==> config.mk <==
export PLATFORM = sky130hd
export DESIGN_NAME = midpoint_line_rasterizer_core_flat
export DESIGN_NICKNAME = d
export VERILOG_FILES = /design/src/rtl/core/mlr_pkg.sv /design/src/rtl/core/mlr_ifs.sv /design/src/rtl/core/midpoint_line_rasterizer_core.sv /design/src/rtl/core/mlr_setup.sv /design/src/rtl/core/mlr_queue.sv /design/src/rtl/core/mlr_stepper.sv /design/src/flat_wrapper.sv
export SDC_FILE = /design/constraint.sdc
export NUM_CORES = 1
export LEC_CHECK = 0
export ABC_AREA = 0
export BUFFER_PORTS_ARGS = -buffer_cell sky130_fd_sc_hd__buf_2
export CAP_MARGIN = 20
export CELL_PAD_IN_SITES_DETAIL_PLACEMENT = 1
export CELL_PAD_IN_SITES_GLOBAL_PLACEMENT = 1
export CORE_MARGIN = 5
export CORE_UTILIZATION = 45
export CTS_CLUSTER_SIZE = 8
export DETAILED_ROUTE_END_ITERATION = 10
export GPL_ROUTABILITY_DRIVEN = 0
export PLACE_DENSITY = 0.69
export SYNTH_ARGS = -nofsm -noshare
export SYNTH_HDL_FRONTEND = slang
export SYNTH_SLANG_ARGS = --single-unit
==> constraint.sdc <==
create_clock -name i_clk -period 17.1 [get_ports i_clk]
set_clock_uncertainty 0.1 [all_clocks]
set_input_delay 2.565 -clock i_clk [delete_from_list [all_inputs] [get_ports i_clk]]
set_output_delay 2.565 -clock i_clk [all_outputs]
set_load 0.01 [all_outputs]
==> src/rtl/core/mlr_pkg.sv <==
// shared constants and types of the midpoint line rasterizer
`timescale 1ns / 1ps

package mlr_pkg;

    // default coordinate width and its legal range
    localparam int COORD_BITS_DEF = 6;
    localparam int COORD_BITS_MIN = 4;
    localparam int COORD_BITS_MAX = 12;

    // depth of the command queue between setup and stepper
    localparam int QUEUE_DEPTH = 2;

    // headroom bits of the decision variable over the coordinate width
    localparam int DEC_EXTRA_BITS = 4;

    // per-segment stepping mode
    typedef struct packed {
        logic x_major;       // x advances every step, else y does
        logic y_down;        // y moves toward smaller values
        logic minor_on_pos;  // minor step when d > 0, else when d <= 0
    } t_mode;

endpackage

==> src/rtl/core/mlr_ifs.sv <==
// channel interfaces of the midpoint line rasterizer
`timescale 1ns / 1ps

interface mlr_seg_if #(
    parameter int COORD_BITS = mlr_pkg::COORD_BITS_DEF
);
    logic                  valid;
    logic                  ready;
    logic [COORD_BITS-1:0] x_start;
    logic [COORD_BITS-1:0] y_start;
    logic [COORD_BITS-1:0] x_end;
    logic [COORD_BITS-1:0] y_end;

    modport source (output valid, x_start, y_start, x_end, y_end, input ready);
    modport sink   (input valid, x_start, y_start, x_end, y_end, output ready);
endinterface

interface mlr_cmd_if #(
    parameter int COORD_BITS = mlr_pkg::COORD_BITS_DEF
);
    localparam int DW = COORD_BITS + mlr_pkg::DEC_EXTRA_BITS;

    logic                  valid;
    logic                  ready;
    logic [COORD_BITS-1:0] x0;
    logic [COORD_BITS-1:0] y0;
    logic [COORD_BITS-1:0] count;
    logic signed [DW-1:0]  d0;
    logic signed [DW-1:0]  inc_minor;
    logic signed [DW-1:0]  inc_major;
    mlr_pkg::t_mode        mode;

    modport source (output valid, x0, y0, count, d0, inc_minor, inc_major, mode,
                    input ready);
    modport sink   (input valid, x0, y0, count, d0, inc_minor, inc_major, mode,
                    output ready);
endinterface

interface mlr_pix_if #(
    parameter int COORD_BITS = mlr_pkg::COORD_BITS_DEF
);
    logic                  valid;
    logic                  ready;
    logic [COORD_BITS-1:0] pixel_x;
    logic [COORD_BITS-1:0] pixel_y;
    logic                  last_pixel;

    modport source (output valid, pixel_x, pixel_y, last_pixel, input ready);
    modport sink   (input valid, pixel_x, pixel_y, last_pixel, output ready);
endinterface

==> src/rtl/core/midpoint_line_rasterizer_core.sv <==
// top level of the midpoint line rasterizer
// latency: first pixel passes queue entry, walk registers and output register (empty pipe)
// throughput: one pixel per cycle while the pixel output is not stalled; a segment is loaded
//   only while the stepper is idle; set by the single decision-variable loop in the stepper
// up to two segments wait in the command queue, so input transactions continue during a walk
// reset: synchronous active low, clears queue pointers and valid flags; no clearing pass
`timescale 1ns / 1ps

module midpoint_line_rasterizer_core #(
    parameter int COORD_BITS = mlr_pkg::COORD_BITS_DEF,
    parameter int DEPTH      = mlr_pkg::QUEUE_DEPTH
) (
    input  logic      i_clk,
    input  logic      i_rst_n,
    mlr_seg_if.sink   i_seg,   // segment transactions in
    mlr_pix_if.source o_pix    // pixel transactions out
);

    // setup to queue, and queue to stepper
    mlr_cmd_if #(.COORD_BITS(COORD_BITS)) setup_cmd ();
    mlr_cmd_if #(.COORD_BITS(COORD_BITS)) step_cmd ();

    // front: swap endpoints, pick the octant pair, compute d and its increments
    mlr_setup #(
        .COORD_BITS (COORD_BITS)
    ) u_setup (
        .i_seg (i_seg),
        .o_cmd (setup_cmd)
    );

    // decouples setup from the stepper so each side stalls on its own
    mlr_queue #(
        .COORD_BITS (COORD_BITS),
        .DEPTH      (DEPTH)
    ) u_queue (
        .i_clk   (i_clk),
        .i_rst_n (i_rst_n),
        .i_cmd   (setup_cmd),
        .o_cmd   (step_cmd)
    );

    // back: walk the segment, registered pixel output
    mlr_stepper #(
        .COORD_BITS (COORD_BITS)
    ) u_stepper (
        .i_clk   (i_clk),
        .i_rst_n (i_rst_n),
        .i_cmd   (step_cmd),
        .o_pix   (o_pix)
    );

endmodule

==> src/rtl/core/mlr_setup.sv <==
// segment setup: endpoint swap, case selection and decision terms
`timescale 1ns / 1ps

module mlr_setup #(
    parameter int COORD_BITS = mlr_pkg::COORD_BITS_DEF
) (
    mlr_seg_if.sink   i_seg,
    mlr_cmd_if.source o_cmd
);
    localparam int DW = COORD_BITS + mlr_pkg::DEC_EXTRA_BITS;

    logic                 swap;
    logic [COORD_BITS-1:0] x0, y0, xe, ye;
    logic signed [DW-1:0] dx, dy, ndy;
    mlr_pkg::t_mode       mode;

    assign swap = i_seg.x_end < i_seg.x_start;
    assign x0   = swap ? i_seg.x_end   : i_seg.x_start;
    assign y0   = swap ? i_seg.y_end   : i_seg.y_start;
    assign xe   = swap ? i_seg.x_start : i_seg.x_end;
    assign ye   = swap ? i_seg.y_start : i_seg.y_end;

    assign dx  = DW'(xe) - DW'(x0);
    assign dy  = DW'(ye) - DW'(y0);
    assign ndy = -dy;

    always_comb begin
        if (dy >= 0 && dy <= dx) begin
            // shallow rising
            mode              = '{x_major: 1'b1, y_down: 1'b0, minor_on_pos: 1'b0};
            o_cmd.d0          = dx - (dy <<< 1);
            o_cmd.inc_minor   = (dx - dy) <<< 1;
            o_cmd.inc_major   = -(dy <<< 1);
            o_cmd.count       = dx[COORD_BITS-1:0];
        end else if (dy < 0 && ndy <= dx) begin
            // shallow falling
            mode              = '{x_major: 1'b1, y_down: 1'b1, minor_on_pos: 1'b1};
            o_cmd.d0          = (ndy <<< 1) - dx;
            o_cmd.inc_minor   = (ndy - dx) <<< 1;
            o_cmd.inc_major   = ndy <<< 1;
            o_cmd.count       = dx[COORD_BITS-1:0];
        end else if (dy > dx) begin
            // steep rising
            mode              = '{x_major: 1'b0, y_down: 1'b0, minor_on_pos: 1'b1};
            o_cmd.d0          = (dx <<< 1) - dy;
            o_cmd.inc_minor   = (dx - dy) <<< 1;
            o_cmd.inc_major   = dx <<< 1;
            o_cmd.count       = dy[COORD_BITS-1:0];
        end else begin
            // steep falling
            mode              = '{x_major: 1'b0, y_down: 1'b1, minor_on_pos: 1'b0};
            o_cmd.d0          = ndy - (dx <<< 1);
            o_cmd.inc_minor   = (ndy - dx) <<< 1;
            o_cmd.inc_major   = -(dx <<< 1);
            o_cmd.count       = ndy[COORD_BITS-1:0];
        end
    end

    assign o_cmd.mode  = mode;
    assign o_cmd.x0    = x0;
    assign o_cmd.y0    = y0;
    assign o_cmd.valid = i_seg.valid;
    assign i_seg.ready = o_cmd.ready;

endmodule

==> src/rtl/core/mlr_queue.sv <==
// small command queue between setup and stepper
`timescale 1ns / 1ps

module mlr_queue #(
    parameter int COORD_BITS = mlr_pkg::COORD_BITS_DEF,
    parameter int DEPTH      = mlr_pkg::QUEUE_DEPTH
) (
    input  logic      i_clk,
    input  logic      i_rst_n,
    mlr_cmd_if.sink   i_cmd,
    mlr_cmd_if.source o_cmd
);
    localparam int DW = COORD_BITS + mlr_pkg::DEC_EXTRA_BITS;
    localparam int PW = (DEPTH > 1) ? $clog2(DEPTH) : 1;
    localparam int CW = $clog2(DEPTH + 1);

    logic [COORD_BITS-1:0] r_x0    [DEPTH];
    logic [COORD_BITS-1:0] r_y0    [DEPTH];
    logic [COORD_BITS-1:0] r_count [DEPTH];
    logic signed [DW-1:0]  r_d0    [DEPTH];
    logic signed [DW-1:0]  r_inc_mi[DEPTH];
    logic signed [DW-1:0]  r_inc_ma[DEPTH];
    mlr_pkg::t_mode        r_mode  [DEPTH];

    logic [PW-1:0] r_wr_ptr, n_wr_ptr;
    logic [PW-1:0] r_rd_ptr, n_rd_ptr;
    logic [CW-1:0] r_fill,   n_fill;
    logic          push, pop;

    assign i_cmd.ready = r_fill != CW'(DEPTH);
    assign o_cmd.valid = r_fill != '0;
    assign push        = i_cmd.valid && i_cmd.ready;
    assign pop         = o_cmd.valid && o_cmd.ready;

    assign o_cmd.x0        = r_x0[r_rd_ptr];
    assign o_cmd.y0        = r_y0[r_rd_ptr];
    assign o_cmd.count     = r_count[r_rd_ptr];
    assign o_cmd.d0        = r_d0[r_rd_ptr];
    assign o_cmd.inc_minor = r_inc_mi[r_rd_ptr];
    assign o_cmd.inc_major = r_inc_ma[r_rd_ptr];
    assign o_cmd.mode      = r_mode[r_rd_ptr];

    always_comb begin
        n_wr_ptr = r_wr_ptr;
        n_rd_ptr = r_rd_ptr;
        n_fill   = r_fill;
        if (push) begin
            n_wr_ptr = (r_wr_ptr == PW'(DEPTH - 1)) ? '0 : r_wr_ptr + PW'(1);
        end
        if (pop) begin
            n_rd_ptr = (r_rd_ptr == PW'(DEPTH - 1)) ? '0 : r_rd_ptr + PW'(1);
        end
        if (push && !pop) begin
            n_fill = r_fill + CW'(1);
        end else if (pop && !push) begin
            n_fill = r_fill - CW'(1);
        end
    end

    always_ff @(posedge i_clk) begin
        if (!i_rst_n) begin
            r_wr_ptr <= '0;
            r_rd_ptr <= '0;
            r_fill   <= '0;
        end else begin
            r_wr_ptr <= n_wr_ptr;
            r_rd_ptr <= n_rd_ptr;
            r_fill   <= n_fill;
        end
    end

    always_ff @(posedge i_clk) begin
        if (push) begin
            r_x0[r_wr_ptr]     <= i_cmd.x0;
            r_y0[r_wr_ptr]     <= i_cmd.y0;
            r_count[r_wr_ptr]  <= i_cmd.count;
            r_d0[r_wr_ptr]     <= i_cmd.d0;
            r_inc_mi[r_wr_ptr] <= i_cmd.inc_minor;
            r_inc_ma[r_wr_ptr] <= i_cmd.inc_major;
            r_mode[r_wr_ptr]   <= i_cmd.mode;
        end
    end

endmodule

==> src/rtl/core/mlr_stepper.sv <==
// pixel stepper: walks one segment and emits a pixel per cycle while the output is not stalled
`timescale 1ns / 1ps

module mlr_stepper #(
    parameter int COORD_BITS = mlr_pkg::COORD_BITS_DEF
) (
    input  logic      i_clk,
    input  logic      i_rst_n,
    mlr_cmd_if.sink   i_cmd,
    mlr_pix_if.source o_pix
);
    localparam int DW = COORD_BITS + mlr_pkg::DEC_EXTRA_BITS;

    // walk state
    logic                  r_busy;
    logic [COORD_BITS-1:0] r_x, r_y, r_cnt;
    logic signed [DW-1:0]  r_d, r_inc_mi, r_inc_ma;
    mlr_pkg::t_mode        r_mode;

    // output register
    logic                  r_ovalid;
    logic [COORD_BITS-1:0] r_px, r_py;
    logic                  r_plast;

    logic                  load, emit, can_emit, take_minor, move_y, last;
    logic [COORD_BITS-1:0] n_x, n_y;
    logic signed [DW-1:0]  n_d;

    assign can_emit    = !r_ovalid || o_pix.ready;
    assign i_cmd.ready = !r_busy;
    assign load        = i_cmd.valid && !r_busy;
    assign emit        = r_busy && can_emit;
    assign last        = r_cnt == '0;

    assign take_minor = r_mode.minor_on_pos ? (r_d > 0) : (r_d <= 0);
    assign move_y     = !r_mode.x_major || take_minor;
    assign n_d        = r_d + (take_minor ? r_inc_mi : r_inc_ma);
    assign n_x        = r_x + COORD_BITS'(r_mode.x_major || take_minor);
    assign n_y        = !move_y ? r_y :
                        r_mode.y_down ? r_y - COORD_BITS'(1) : r_y + COORD_BITS'(1);

    always_ff @(posedge i_clk) begin
        if (!i_rst_n) begin
            r_busy   <= 1'b0;
            r_ovalid <= 1'b0;
        end else begin
            if (load) begin
                r_busy <= 1'b1;
            end else if (emit && last) begin
                r_busy <= 1'b0;
            end
            if (emit) begin
                r_ovalid <= 1'b1;
            end else if (o_pix.ready) begin
                r_ovalid <= 1'b0;
            end
        end
    end

    always_ff @(posedge i_clk) begin
        if (load) begin
            r_x      <= i_cmd.x0;
            r_y      <= i_cmd.y0;
            r_cnt    <= i_cmd.count;
            r_d      <= i_cmd.d0;
            r_inc_mi <= i_cmd.inc_minor;
            r_inc_ma <= i_cmd.inc_major;
            r_mode   <= i_cmd.mode;
        end else if (emit) begin
            r_x   <= n_x;
            r_y   <= n_y;
            r_d   <= n_d;
            r_cnt <= r_cnt - COORD_BITS'(1);
        end
        if (emit) begin
            r_px    <= r_x;
            r_py    <= r_y;
            r_plast <= last;
        end
    end

    assign o_pix.valid      = r_ovalid;
    assign o_pix.pixel_x    = r_px;
    assign o_pix.pixel_y    = r_py;
    assign o_pix.last_pixel = r_plast;

endmodule

==> src/flat_wrapper.sv <==
// flat-port wrapper written by rule: the top's interface ports become plain ports
module midpoint_line_rasterizer_core_flat 
#(
    parameter int COORD_BITS = mlr_pkg::COORD_BITS_DEF,
    parameter int DEPTH      = mlr_pkg::QUEUE_DEPTH
)
  (i_clk, i_rst_n, i_seg_valid, i_seg_x_start, i_seg_y_start, i_seg_x_end, i_seg_y_end, i_seg_ready, o_pix_valid, o_pix_pixel_x, o_pix_pixel_y, o_pix_last_pixel, o_pix_ready);
  mlr_seg_if #(.COORD_BITS(COORD_BITS)) i_seg_i ();
  mlr_pix_if #(.COORD_BITS(COORD_BITS)) o_pix_i ();
  input  logic i_clk;
  input  logic i_rst_n;
  input wire logic [$bits(i_seg_i.valid)-1:0] i_seg_valid;
  input wire logic [$bits(i_seg_i.x_start)-1:0] i_seg_x_start;
  input wire logic [$bits(i_seg_i.y_start)-1:0] i_seg_y_start;
  input wire logic [$bits(i_seg_i.x_end)-1:0] i_seg_x_end;
  input wire logic [$bits(i_seg_i.y_end)-1:0] i_seg_y_end;
  output wire logic [$bits(i_seg_i.ready)-1:0] i_seg_ready;
  output wire logic [$bits(o_pix_i.valid)-1:0] o_pix_valid;
  output wire logic [$bits(o_pix_i.pixel_x)-1:0] o_pix_pixel_x;
  output wire logic [$bits(o_pix_i.pixel_y)-1:0] o_pix_pixel_y;
  output wire logic [$bits(o_pix_i.last_pixel)-1:0] o_pix_last_pixel;
  input wire logic [$bits(o_pix_i.ready)-1:0] o_pix_ready;
  assign i_seg_i.valid = i_seg_valid;
  assign i_seg_i.x_start = i_seg_x_start;
  assign i_seg_i.y_start = i_seg_y_start;
  assign i_seg_i.x_end = i_seg_x_end;
  assign i_seg_i.y_end = i_seg_y_end;
  assign i_seg_ready = i_seg_i.ready;
  assign o_pix_valid = o_pix_i.valid;
  assign o_pix_pixel_x = o_pix_i.pixel_x;
  assign o_pix_pixel_y = o_pix_i.pixel_y;
  assign o_pix_last_pixel = o_pix_i.last_pixel;
  assign o_pix_i.ready = o_pix_ready;
  midpoint_line_rasterizer_core #(.COORD_BITS(COORD_BITS), .DEPTH(DEPTH)) u_core (.i_clk(i_clk), .i_rst_n(i_rst_n), .i_seg(i_seg_i), .o_pix(o_pix_i));
endmodule
==> flow_metrics.tcl <==
set metrics [dict create \
    dr.first_iter.drc_count 470 \
    placed_area_um2 10900 \
    rrSetupSlack_ns 13.22 \
    setup_viol 0 \
    grt_pass1_wl_um 42900 \
    min_period_ns 9.43 \
    crit_start "i_seg_x_start[1]" \
    synth_fp_nets 1052 \
    cts_tree "done" \
    max-slew-margin-rel_pct 25.9 \
    start_kind "input pin" \
    first_global_vias 7712 \
    core_area_um2 22600 \
    max_cap_viol_count 0 \
    ff2ff_path_depth 16 \
    dr.pass1.iters 5 \
    ir_drop_mv 0.0801 \
    path_max_fanout 19 \
    synth_top_area_share_pct 45.9 \
    synth_cell_types 73 \
    min_path_cells 0 \
    ant_nets 0 \
    initial_core_util_pct 45.7 \
    min_from "u_core.u_stepper.r_x[0]" \
    post_drt_wl_per_cell_um 20.7 \
    holdBufCountCts 0 \
    clkLatencyLatePin_ns 0.42 \
    grt_setup_unrepaired "false" \
    worstSetupEndpointType "register" \
    routed_wl_um 26600 \
    synthTopCellsByCount "158 x edfxtp_1, 69 x ha_1, 68 x nand2_1, 66 x a21oi_1, 57 x nor2_1" \
    die_x_um 162 \
    grt_usage_pct 21.1 \
    avgSynthCellArea_um2 10.9 \
    clock-sinks 165 \
    cp_data_required_time_ns 17.13 \
    worst_slew_pin_slew_ns 1.11 \
    synth_edf_count 158 \
    yosysTopAreaCell "edfxtp_1" \
    worstHoldEndpoint "u_core.u_stepper.o_pix.pixel_x[0]" \
    cpMostUsedCell "ha_1" \
    status "finished, final reports clean" \
    stdcell_area_um2 11500 \
    n_fill_cell 2441 \
    finalHoldViolCount 0 \
    netlist_instances 947 \
    netlist_area_um2 10300 \
    clk_pin_slew_worst_paths_ns 0.07 \
    postCtsSetupRepairBufs 0 \
    yosys_warnings 0 \
    htree_levels 4 \
    slowest_delay_ns 0.85 \
    grt_max_degree 50 \
    ys_seq_elements 165 \
    dpl.hpwl_um 19600 \
    drc_errors 0 \
    r2r-start "u_core.u_stepper.r_d[5]" \
    die_area_um2 26100 \
    final_util_pct 50.6 \
    diodes 0 \
    nets 1093 \
    synthFlopType "edfxtp_1" \
    overflow 0 \
    syn_to_final_growth_pct 10.7 \
    drive_above_1_share_pct 14.0 \
    r2r_end "u_core.u_stepper.r_d[9]" \
    cp.arrival_ns 9.45 \
    via_per_inst 5.69 \
    p_leak_uw 0.00444 \
    synth_area_leaders "edfxtp_1 46%, ha_1 8.3%, xnor2_1 4.1%" \
    crit_type "input pin to register" \
    synth.most_common_cell "edfxtp_1" \
    cts-root-buf "clkbuf_16" \
    num_vias 7318 \
    cp_slowest_cell "o41ai_2" \
    rows 55 \
    die_h_um 162 \
    max_freq_mhz 106 \
    fin_hold_ws_ns 0.361 \
    grt_antenna_before_repair 0 \
    cts_buffers 17 \
    path_cells "buf_2 -> inv_1 -> ha_1 -> nor2b_4 -> o2111a_1 -> nor3_2 -> nand2_1 -> nor2_1 -> a21oi_1 -> ha_1 -> o41ai_2 -> nand3_1 -> or3_1 -> nand2b_1 -> ha_1 -> ha_1 -> nand3_1 -> or3_1 -> o211ai_1 -> o21ai_0 -> a41o_1 -> or3_1 -> a21oi_2 -> o21ai_0" \
    maxSlewViolCount 0 \
    timing.hold.worst.class "register to register" \
    io_pins 43 \
    cts-resized-gates 0 \
    ys_seq_area_share_pct 47.2 \
    portBuffers 42 \
    post-route-period-util_pct 55.1 \
    powerDensity_nw_per_um2 206 \
    finalSetupTns_ns 0 \
    cts_buffer_depth 2 \
    ys_async_sr_fraction_pct 0 \
]
-- state kept, by name, summed over array words and instances (netlist names), 9 cells and up, named ones only --
signal,count
u_core.u_queue.r_count,12
u_core.u_queue.r_inc_ma,18
u_core.u_stepper.r_inc_mi,9
u_core.u_stepper.r_inc_ma,9
u_core.u_stepper.r_d,10
u_core.u_queue.r_d0,18
u_core.u_queue.r_y0,12
u_core.u_queue.r_inc_mi,18
u_core.u_queue.r_x0,12
-- layout make-up --
| class | count | area [um^2] | share of cell area, % |
|---|---|---|---|
| sequential | 165 | 4880 | 42.6 |
| inverter | 58 | 223 | 1.94 |
| timing repair buffer | 55 | 315 | 2.75 |
| clock inverter | 14 | 144 | 1.26 |
| clock buffer | 18 | 429 | 3.75 |
| tap | 285 | 357 | 3.11 |
| multi-input combinational | 691 | 5100 | 44.6 |
-- layout by cell type, fill, tap and decap left out, drive strengths merged, types with 10 or more instances in the layout --
| cell type | instances |
|---|---|
| edfxtp | 158 |
| ha | 69 |
| nand2 | 68 |
| a21oi | 67 |
| inv | 65 |
| nor2 | 57 |
| o21ai | 55 |
| buf | 55 |
| xnor2 | 49 |
| mux2 | 31 |
| nor2b | 27 |
| mux2i | 25 |
| nand2b | 24 |
| xor2 | 22 |
| nand3 | 19 |
| clkbuf | 18 |
| a211oi | 16 |
| a21o | 14 |
| a31oi | 13 |
| nor3 | 12 |
| o21bai | 10 |
-- metrics by stage --
| stage | cells | setup WS, ns | total power [uW] |
|---|---|---|---|
| floorplan | 947 | 8.05 | 1640 |
| global placement | 1253 | 7.40 | 1940 |
| detailed placement | 1253 | 7.27 | 1990 |
| CTS | 1285 | 7.71 | 2380 |
| global route | 1286 | 7.19 | 2540 |
| finish | 1286 | 7.67 | 2360 |
-- critical path: cells and delay by family --
kind | cells | cell delay (ns)
compound gates | 8 | 2.60
simple gates | 10 | 2.84
buf+inv | 2 | 0.15
fa+ha+maj | 4 | 1.30
-- worst max path at each step --
stage               slack, ns                       endpoint  cells past startpoint
global placement         7.40   u_core.u_queue.r_count[0][5]                     26
CTS                      7.71  u_core.u_queue.r_inc_mi[1][6]                     24
global route             7.19  u_core.u_queue.r_inc_mi[1][9]                     25
floorplan                8.05   u_core.u_queue.r_count[0][5]                     30
detailed placement       7.27  u_core.u_queue.r_inc_mi[0][6]                     24
finish                   7.67  u_core.u_queue.r_inc_mi[0][6]                     24
-- cell families after synthesis --
logic type | synth area share (%)
AO/OA/AOI/OAI | 14.7
XOR/XNOR | 6.01
adder cells (fa/ha/maj) | 10.5
buffers and inverters | 3.64
flip-flops | 47.2
multiplexers | 5.79
AND/OR/NAND/NOR | 12.2
-- where the power goes --
part           total, uW  switching [uW]  internal [uW]
clock                371             165            206
combinational       1210             720            485
sequential           785            75.2            710
-- per-layer routing --
metal | up-vias | wire [um] | track usage (%)
met5 | - | 0 | 0
met4 | 0 | 339 | 4.46
met3 | 24 | 662 | 2.63
met2 | 121 | 12800 | 35.4
met1 | 3604 | 12800 | 29.5
li1 | 3569 | - | -
Note: power is estimated with default switching activity, not from simulation.
